File: src/rtl/sha1_pkg.sv
// Shared types and constants for the single-block SHA-1 hash core.
package sha1_pkg;

   localparam logic [5:0] MaxBytes = 6'd55;

   localparam logic [31:0] H0 = 32'h67452301;
   localparam logic [31:0] H1 = 32'hEFCDAB89;
   localparam logic [31:0] H2 = 32'h98BADCFE;
   localparam logic [31:0] H3 = 32'h10325476;
   localparam logic [31:0] H4 = 32'hC3D2E1F0;

   localparam logic [31:0] K0 = 32'h5A827999;
   localparam logic [31:0] K1 = 32'h6ED9EBA1;
   localparam logic [31:0] K2 = 32'h8F1BBCDC;
   localparam logic [31:0] K3 = 32'hCA62C1D6;

   localparam logic [7:0] PadByte = 8'h80;

   // One finished message as handed from the front part to the back part.
   typedef struct packed {
      logic [511:0] block;     // padded block, word 0 in the top bits
      logic         too_long;
   } msg_type;

   function automatic logic [31:0] rotl1(input logic [31:0] x);
      rotl1 = {x[30:0], x[31]};
   endfunction

endpackage

File: src/rtl/sha1_front.sv
// Front part: collects message bytes and builds the padded block.
module sha1_front import sha1_pkg::*; (
   input  logic        clock,
   input  logic        reset,
   input  logic        req_valid,
   output logic        req_stall,
   input  logic [7:0]  req_data_byte,
   input  logic        req_has_byte,
   input  logic        req_end_of_message,
   output logic        msg_valid,
   input  logic        msg_stall,
   output msg_type     msg_data
);

   logic [31:0] words_ff [16];
   logic [31:0] words_in [16];
   logic [5:0]  count_ff, count_in;
   logic        ovf_ff, ovf_in;
   logic        full_ff, full_in;
   msg_type     q_ff, q_in;
   logic        accept;

   assign req_stall = full_ff;
   assign accept    = req_valid & ~full_ff;
   assign msg_valid = full_ff;
   assign msg_data  = q_ff;

   always_comb begin
      logic [5:0]   n;
      logic         ovf;
      logic [511:0] blk;
      words_in = words_ff;
      count_in = count_ff;
      ovf_in   = ovf_ff;
      full_in  = full_ff & msg_stall;
      q_in     = q_ff;
      n        = count_ff;
      ovf      = ovf_ff;
      blk      = '0;
      if (accept && req_has_byte) begin
         if (count_ff >= MaxBytes) begin
            ovf = 1'b1;
         end else begin
            words_in[count_ff[5:2]][8*(3-count_ff[1:0]) +: 8] = req_data_byte;
            n = count_ff + 6'd1;
         end
      end
      if (accept && req_end_of_message) begin
         for (int i = 0; i < 16; i++) begin
            blk[32*(15-i) +: 32] = words_in[i];
         end
         // pad byte follows the message, bit length in the last word
         blk[8*(63 - n) +: 8] = PadByte;
         blk[31:0] = {23'd0, n, 3'd0};
         q_in.block    = blk;
         q_in.too_long = ovf;
         full_in  = 1'b1;
         count_in = '0;
         ovf_in   = 1'b0;
         for (int i = 0; i < 16; i++) begin
            words_in[i] = '0;
         end
      end else begin
         count_in = n;
         ovf_in   = ovf;
      end
   end

   always_ff @(posedge clock) begin
      if (reset) begin
         count_ff <= '0;
         ovf_ff   <= 1'b0;
         full_ff  <= 1'b0;
         for (int i = 0; i < 16; i++) begin
            words_ff[i] <= '0;
         end
      end else begin
         count_ff <= count_in;
         ovf_ff   <= ovf_in;
         full_ff  <= full_in;
         words_ff <= words_in;
      end
      q_ff <= q_in;
   end

endmodule

File: src/rtl/sha1_back.sv
// Back part: 80 iterated SHA-1 rounds and five-word digest output (no rounds and a zero digest for a too-long message).
module sha1_back import sha1_pkg::*; (
   input  logic        clock,
   input  logic        reset,
   input  logic        msg_valid,
   output logic        msg_stall,
   input  msg_type     msg_data,
   output logic        rsp_valid,
   input  logic        rsp_stall,
   output logic [31:0] rsp_digest_word,
   output logic [2:0]  rsp_word_index,
   output logic        rsp_last_word,
   output logic        rsp_too_long
);

   typedef enum logic [2:0] {
      ST_IDLE  = 3'b001,
      ST_ROUND = 3'b010,
      ST_OUT   = 3'b100
   } state_type;

   state_type    state_ff, state_in;
   logic [511:0] w_ff, w_in;
   logic [31:0]  a_ff, b_ff, c_ff, d_ff, e_ff;
   logic [31:0]  a_in, b_in, c_in, d_in, e_in;
   logic [6:0]   rnd_ff, rnd_in;
   logic [2:0]   idx_ff, idx_in;
   logic         tl_ff, tl_in;
   logic [159:0] dig;
   logic [31:0]  fv, kv, wt, wnew, t;

   assign msg_stall = (state_ff != ST_IDLE);
   assign rsp_valid = (state_ff == ST_OUT);
   assign dig = tl_ff ? 160'd0 :
      {H0 + a_ff, H1 + b_ff, H2 + c_ff, H3 + d_ff, H4 + e_ff};
   assign rsp_digest_word = dig[32*(3'd4 - idx_ff) +: 32];
   assign rsp_word_index  = idx_ff;
   assign rsp_last_word   = (idx_ff == 3'd4);
   assign rsp_too_long    = tl_ff;

   // 16-word sliding schedule: top word is w[t]
   assign wt   = w_ff[511:480];
   assign wnew = rotl1(w_ff[95:64] ^ w_ff[255:224] ^ w_ff[447:416] ^ w_ff[511:480]);

   always_comb begin
      if (rnd_ff < 7'd20) begin
         fv = (b_ff & c_ff) | (~b_ff & d_ff);
         kv = K0;
      end else if (rnd_ff < 7'd40) begin
         fv = b_ff ^ c_ff ^ d_ff;
         kv = K1;
      end else if (rnd_ff < 7'd60) begin
         fv = (b_ff & c_ff) | (b_ff & d_ff) | (c_ff & d_ff);
         kv = K2;
      end else begin
         fv = b_ff ^ c_ff ^ d_ff;
         kv = K3;
      end
      t = {a_ff[26:0], a_ff[31:27]} + fv + e_ff + wt + kv;
   end

   always_comb begin
      state_in = state_ff;
      w_in = w_ff;
      a_in = a_ff; b_in = b_ff; c_in = c_ff; d_in = d_ff; e_in = e_ff;
      rnd_in = rnd_ff;
      idx_in = idx_ff;
      tl_in  = tl_ff;
      unique case (state_ff)
         ST_IDLE: begin
            if (msg_valid) begin
               w_in = msg_data.block;
               tl_in = msg_data.too_long;
               a_in = H0; b_in = H1; c_in = H2; d_in = H3; e_in = H4;
               rnd_in = '0;
               idx_in = '0;
               state_in = msg_data.too_long ? ST_OUT : ST_ROUND;
            end
         end
         ST_ROUND: begin
            w_in = {w_ff[479:0], wnew};
            e_in = d_ff;
            d_in = c_ff;
            c_in = {b_ff[1:0], b_ff[31:2]};
            b_in = a_ff;
            a_in = t;
            rnd_in = rnd_ff + 7'd1;
            if (rnd_ff == 7'd79) begin
               state_in = ST_OUT;
            end
         end
         ST_OUT: begin
            if (!rsp_stall) begin
               idx_in = idx_ff + 3'd1;
               if (idx_ff == 3'd4) begin
                  state_in = ST_IDLE;
               end
            end
         end
         default: state_in = ST_IDLE;
      endcase
   end

   always_ff @(posedge clock) begin
      if (reset) begin
         state_ff <= ST_IDLE;
         rnd_ff   <= '0;
         idx_ff   <= '0;
         a_ff <= '0; b_ff <= '0; c_ff <= '0; d_ff <= '0; e_ff <= '0;
      end else begin
         state_ff <= state_in;
         rnd_ff   <= rnd_in;
         idx_ff   <= idx_in;
         a_ff <= a_in; b_ff <= b_in; c_ff <= c_in; d_ff <= d_in; e_ff <= e_in;
      end
      w_ff  <= w_in;
      tl_ff <= tl_in;
   end

endmodule

File: src/rtl/sha1_single_block_hash_core.sv
// Top level of the single-block SHA-1 hash core.
// Flow: a message end registers its padded block in the front part; the back part takes it
//   when idle, runs 80 rounds in one shared round unit (none if too long), then 1 word/cycle unless rsp_stall.
// Throughput: one byte per cycle while collecting and req_stall is low; the round loop plus five
//   output words set the message rate; one finished block waits between parts.
// Reset: synchronous, active high; clears byte store, counters, state machine.
module sha1_single_block_hash_core import sha1_pkg::*; (
   input  logic        clock,
   input  logic        reset,
   input  logic        req_valid,
   output logic        req_stall,
   input  logic [7:0]  req_data_byte,
   input  logic        req_has_byte,
   input  logic        req_end_of_message,
   output logic        rsp_valid,
   input  logic        rsp_stall,
   output logic [31:0] rsp_digest_word,
   output logic [2:0]  rsp_word_index,
   output logic        rsp_last_word,
   output logic        rsp_too_long
);

   // one-entry queue of padded blocks between the parts
   logic    msg_valid;
   logic    msg_stall;
   msg_type msg_data;

   sha1_front u_front (
      .clock, .reset,
      .req_valid, .req_stall, .req_data_byte, .req_has_byte, .req_end_of_message,
      .msg_valid, .msg_stall, .msg_data
   );

   sha1_back u_back (
      .clock, .reset,
      .msg_valid, .msg_stall, .msg_data,
      .rsp_valid, .rsp_stall, .rsp_digest_word, .rsp_word_index,
      .rsp_last_word, .rsp_too_long
   );

endmodule
File: config.mk
export PLATFORM = sky130hd
export DESIGN_NAME = sha1_single_block_hash_core
export DESIGN_NICKNAME = d
export VERILOG_FILES = /design/src/rtl/sha1_pkg.sv /design/src/rtl/sha1_front.sv /design/src/rtl/sha1_back.sv /design/src/rtl/sha1_single_block_hash_core.sv
export SDC_FILE = /design/constraint.sdc
export NUM_CORES = 2
export LEC_CHECK = 0
export CORE_MARGIN = 1.5
export CORE_UTILIZATION = 65
export CTS_BUF_LIST = sky130_fd_sc_hd__clkbuf_16
export CTS_CLUSTER_SIZE = 25
export DETAILED_ROUTE_END_ITERATION = 6
export DONT_BUFFER_PORTS = 1
export GPL_ROUTABILITY_DRIVEN = 0
export PLACE_DENSITY_LB_ADDON = 0.25
export SLEW_MARGIN = 40
export SYNTH_ARGS = -nofsm -noshare
export SYNTH_HDL_FRONTEND = slang
export SYNTH_SLANG_ARGS = --single-unit
File: constraint.sdc
create_clock -name clock -period 36.3 [get_ports clock]
set_input_delay 9.075 -clock clock [delete_from_list [all_inputs] [get_ports clock]]
set_output_delay 9.075 -clock clock [all_outputs]
set_load 0.05 [all_outputs]
==> impl_metrics.ini <==
[die]
start_util_pct = 65.7
core_mm2 = 0.111
fp-row-count = 122
die_y_um = 338
dieArea_mm2 = 0.114
dieWidth_um = 338
pin_count = 53

[critical_path]
crit_buf_inv = 4
cp_slowest_cell = dfxtp_1
worstPathArrival_ns = 4.69
worstReg2RegStart = u_back.rnd_ff[4]$_SDFFE_PP0P_
crit_chain = inv_1 -> ha_1 -> buf_4 -> inv_1 -> buf_4 -> nand2_1 -> nor2_1 -> nand2_1 -> o22ai_2
rr_endpoint = u_back.a_ff[29]$_SDFFE_PP0P_
path_delay_family = simple AND/OR/NAND/NOR gates
r2r_cells = 22
crit_path_max_incr_delay_ns = 0.77
critPathRequiredTime_ns = 27.23
r2r_slack_ns = 29.00
crit_path_start_kind = flip-flop
path_max_fanout = 39
critPathCaptureType = output port
critPathKind = flip-flop to output port

[finish]
nFillCells = 7861
layout.nets = 7392
area_delta_synth_final_pct = 8.90
drive_above_1_share_pct = 6.32
stdcell_count = 8837
fin_area_mm2 = 0.0793
final_core_util_pct = 71.5

[drt]
dr_total_vias = 53854
wire_per_inst_um = 21.7
drt-pass1-iter-count = 7
drc = 4
ant_nets = 0
drt_iter0_drc = 6828
vias_per_cell = 6.09
drt_wl_total_um = 192000

[global_routing]
grt_pass1_wl_um = 291000
first_global_vias = 50938
grt_use_total_pct = 33.5
grt_overflow = 0
antenna_found_initial = 5
grt_max_degree = 178

[synth]
synth-seq-cells = 1661
synth_top_area_share_pct = 41.3
syn_area_mm2 = 0.0728
synth_edf_count = 1000
synth_cell_type_count = 102
ys_warn_count = 0
yosysSeqAreaShare_pct = 59.4
syn_avg_cell_area_um2 = 9.83
synth_commonest_cells = nand2_1 (1747), nor2_1 (1449), edfxtp_1 (1000), dfxtp_1 (661), a21oi_1 (543)
synth.net_count = 7593
synth_cells = 7404
synth_async_sr_flop_share_pct = 0
synthFlopType = edfxtp_1
synthTopCellsByArea = edfxtp_1 (41%), dfxtp_1 (18%), nand2_1 (9.0%), nor2_1 (7.5%), a21oi_1 (3.7%)
yosysMostFrequentCell = nand2_1
synth.largest_area_cell = edfxtp_1

[hold_path]
holdCritPathClass = flip-flop to flip-flop
whs_path_depth = 1
holdPathEnd = u_front.words_ff[56]$_SDFF_PP0_
min-delay-start = u_front.words_ff[56]$_SDFF_PP0_

[power]
p_total_mw = 4.36
peakVddDrop_mv = 0.0428
power.leakage_nw = 31.0
p_per_area_mw_per_mm2 = 55.1

[clock_network]
clock_sinks = 1661
cts_hold_buf = 0
cts_resized = 0
cts_tree = built
path_clk_slew_ns = 0.06
cts-root-buf = clkbuf_16
cts.path.max_buffers = 3
cts_made_buffers = 163
post-cts-setup-buffer-count = 0
insertion_delay_ns = 0.79
cts.htree.levels = 4

[timing]
fin_setup_tns_ns = 0
hold_viol = 0
min_period_ns = 13.77
max_slew_margin_pct = 38.0
clock_skew_ns = 0.0204
slew_viol_final = 0
setup_violations = 0
fin_crit_sh_pct = 37.9
clock.fmax_mhz = 72.6
rsz0062_at_grt = false
worst_pin_slew_ns = 0.924

[placed_design]
place_inst = 8524
port_buffers = 0
placed_area_mm2 = 0.0740
place_hpwl_um = 122000

[flow_run]
maxCapViolCount = 0

[status]
outcome = complete, but fails checks
violations = design-rule violations
==> how the worst max path moves through the flow <==
stage	start	endpoint	slack (ns)	depth (start not counted)
after floorplan	req_end_of_message	u_front.words_ff[192]$_SDFF_PP0_	14.09	6
after global placement	req_has_byte	u_front.msg_data[230]$_DFFE_PP_	22.90	10
after detailed placement	req_has_byte	u_front.msg_data[418]$_DFFE_PP_	23.20	10
after CTS	u_back.rsp_word_index[1]$_SDFFE_PP0P_	rsp_digest_word[15]	22.63	9
after global routing	u_back.e_ff[5]$_SDFFE_PP0P_	rsp_digest_word[30]	22.29	9
final	u_back.rsp_word_index[1]$_SDFFE_PP0P_	rsp_digest_word[15]	22.53	9
==> worst register-to-register path, cell delays in order (launching register included) <==
cell,delay [ns]
dfxtp_1,0.39
a41oi_1,0.78
nand2_1,0.11
buf_4,0.33
nand2_1,0.16
buf_4,0.46
o221ai_1,0.34
fa_1,0.56
inv_1,0.05
fa_1,0.47
inv_1,0.05
fa_1,0.49
inv_1,0.05
ha_1,0.23
fa_1,0.52
a211oi_1,0.48
o21a_1,0.26
o221ai_1,0.20
a21oi_1,0.35
o21ai_1,0.26
a31oi_1,0.29
mux2i_1,0.10
nor4_1,0.27
==> per-stage QoR <==
stage	worst slack (ns)	hold WS, ns
3_5_place_dp	23.20	0.437
6_report	22.53	0.448
4_1_cts	22.63	0.453
2_1_floorplan	14.09	0.420
3_3_place_gp	22.90	0.434
5_1_grt	22.29	0.465
==> registers in the layout, summed over array words and instances (netlist names) <==
signal / count
u_back.rsp_too_long: 1
u_back.d_ff: 32
u_front.ovf_ff: 1
u_back.w_ff: 512
u_back.rsp_word_index: 3
u_front.count_ff: 6
u_front.msg_valid: 1
u_back.state_ff: 3
u_front.msg_data: 487
u_back.c_ff: 32
u_front.words_ff: 480
u_back.a_ff: 32
u_back.b_ff: 32
u_back.rnd_ff: 7
u_back.e_ff: 32
==> power by group <==
| group | leakage, nW | switching [mW] | total, mW | internal (mW) |
|---|---|---|---|---|
| registers | 14.9 | 0.0772 | 2.18 | 2.10 |
| logic | 13.4 | 0.375 | 0.573 | 0.197 |
| clock network | 2.72 | 0.727 | 1.61 | 0.882 |
==> kinds of logic (layout without fill, tap and decap cells) <==
family | count (synthesis) | after routing | share of synthesized area [%]
compound gates | 900 | 900 | 7.48
simple gates | 3762 | 3762 | 21.2
mux | 115 | 115 | 1.72
flops | 1661 | 1661 | 59.4
xor+xnor | 256 | 256 | 3.13
other cells | 0 | 3 | 0
fa+ha+maj | 175 | 175 | 4.24
buf+inv | 535 | 477 | 2.81
==> routing by layer <==
metal,GRT usage (%),vias up,share of wire (%)
li1,-,24530,-
met1,44.6,25802,38
met2,52.6,2936,46
met3,6.26,584,10
met4,17.9,2,5.6
met5,0,-,0.0063
==> final cells by class <==
type                    instances  area, µm²  area share (%)
well taps                    1488       1860            2.35
clock inverters               141        898            1.13
repair buffers                 75        747           0.942
clock buffers                 167       4180            5.27
multi-input cells            5208      27900            35.3
flip-flops and latches       1661      43300            54.6
diodes                          3       7.51         0.00947
inverters                      94        365           0.461
==> cells in the final DEF (no fill, tap or decap), types with 22 or more instances in the layout <==
master / count
o221ai_1: 22
xor2_1: 62
nor3_1: 147
and2_1: 85
nand2b_1: 24
a22oi_1: 24
a32oi_1: 24
mux2i_1: 103
xnor2_1: 191
dfxtp_1: 660
nand2_1: 1725
and3_1: 24
ha_1: 55
o21ai_0: 66
clkbuf_16: 167
nor2_1: 1432
fa_1: 119
nand2_2: 22
nor3_2: 32
clkinv_2: 22
inv_1: 151
edfxtp_1: 1000
buf_4: 46
a21oi_1: 540
clkinv_1: 36
nand3_1: 124
(Power assumes the default switching activity.)
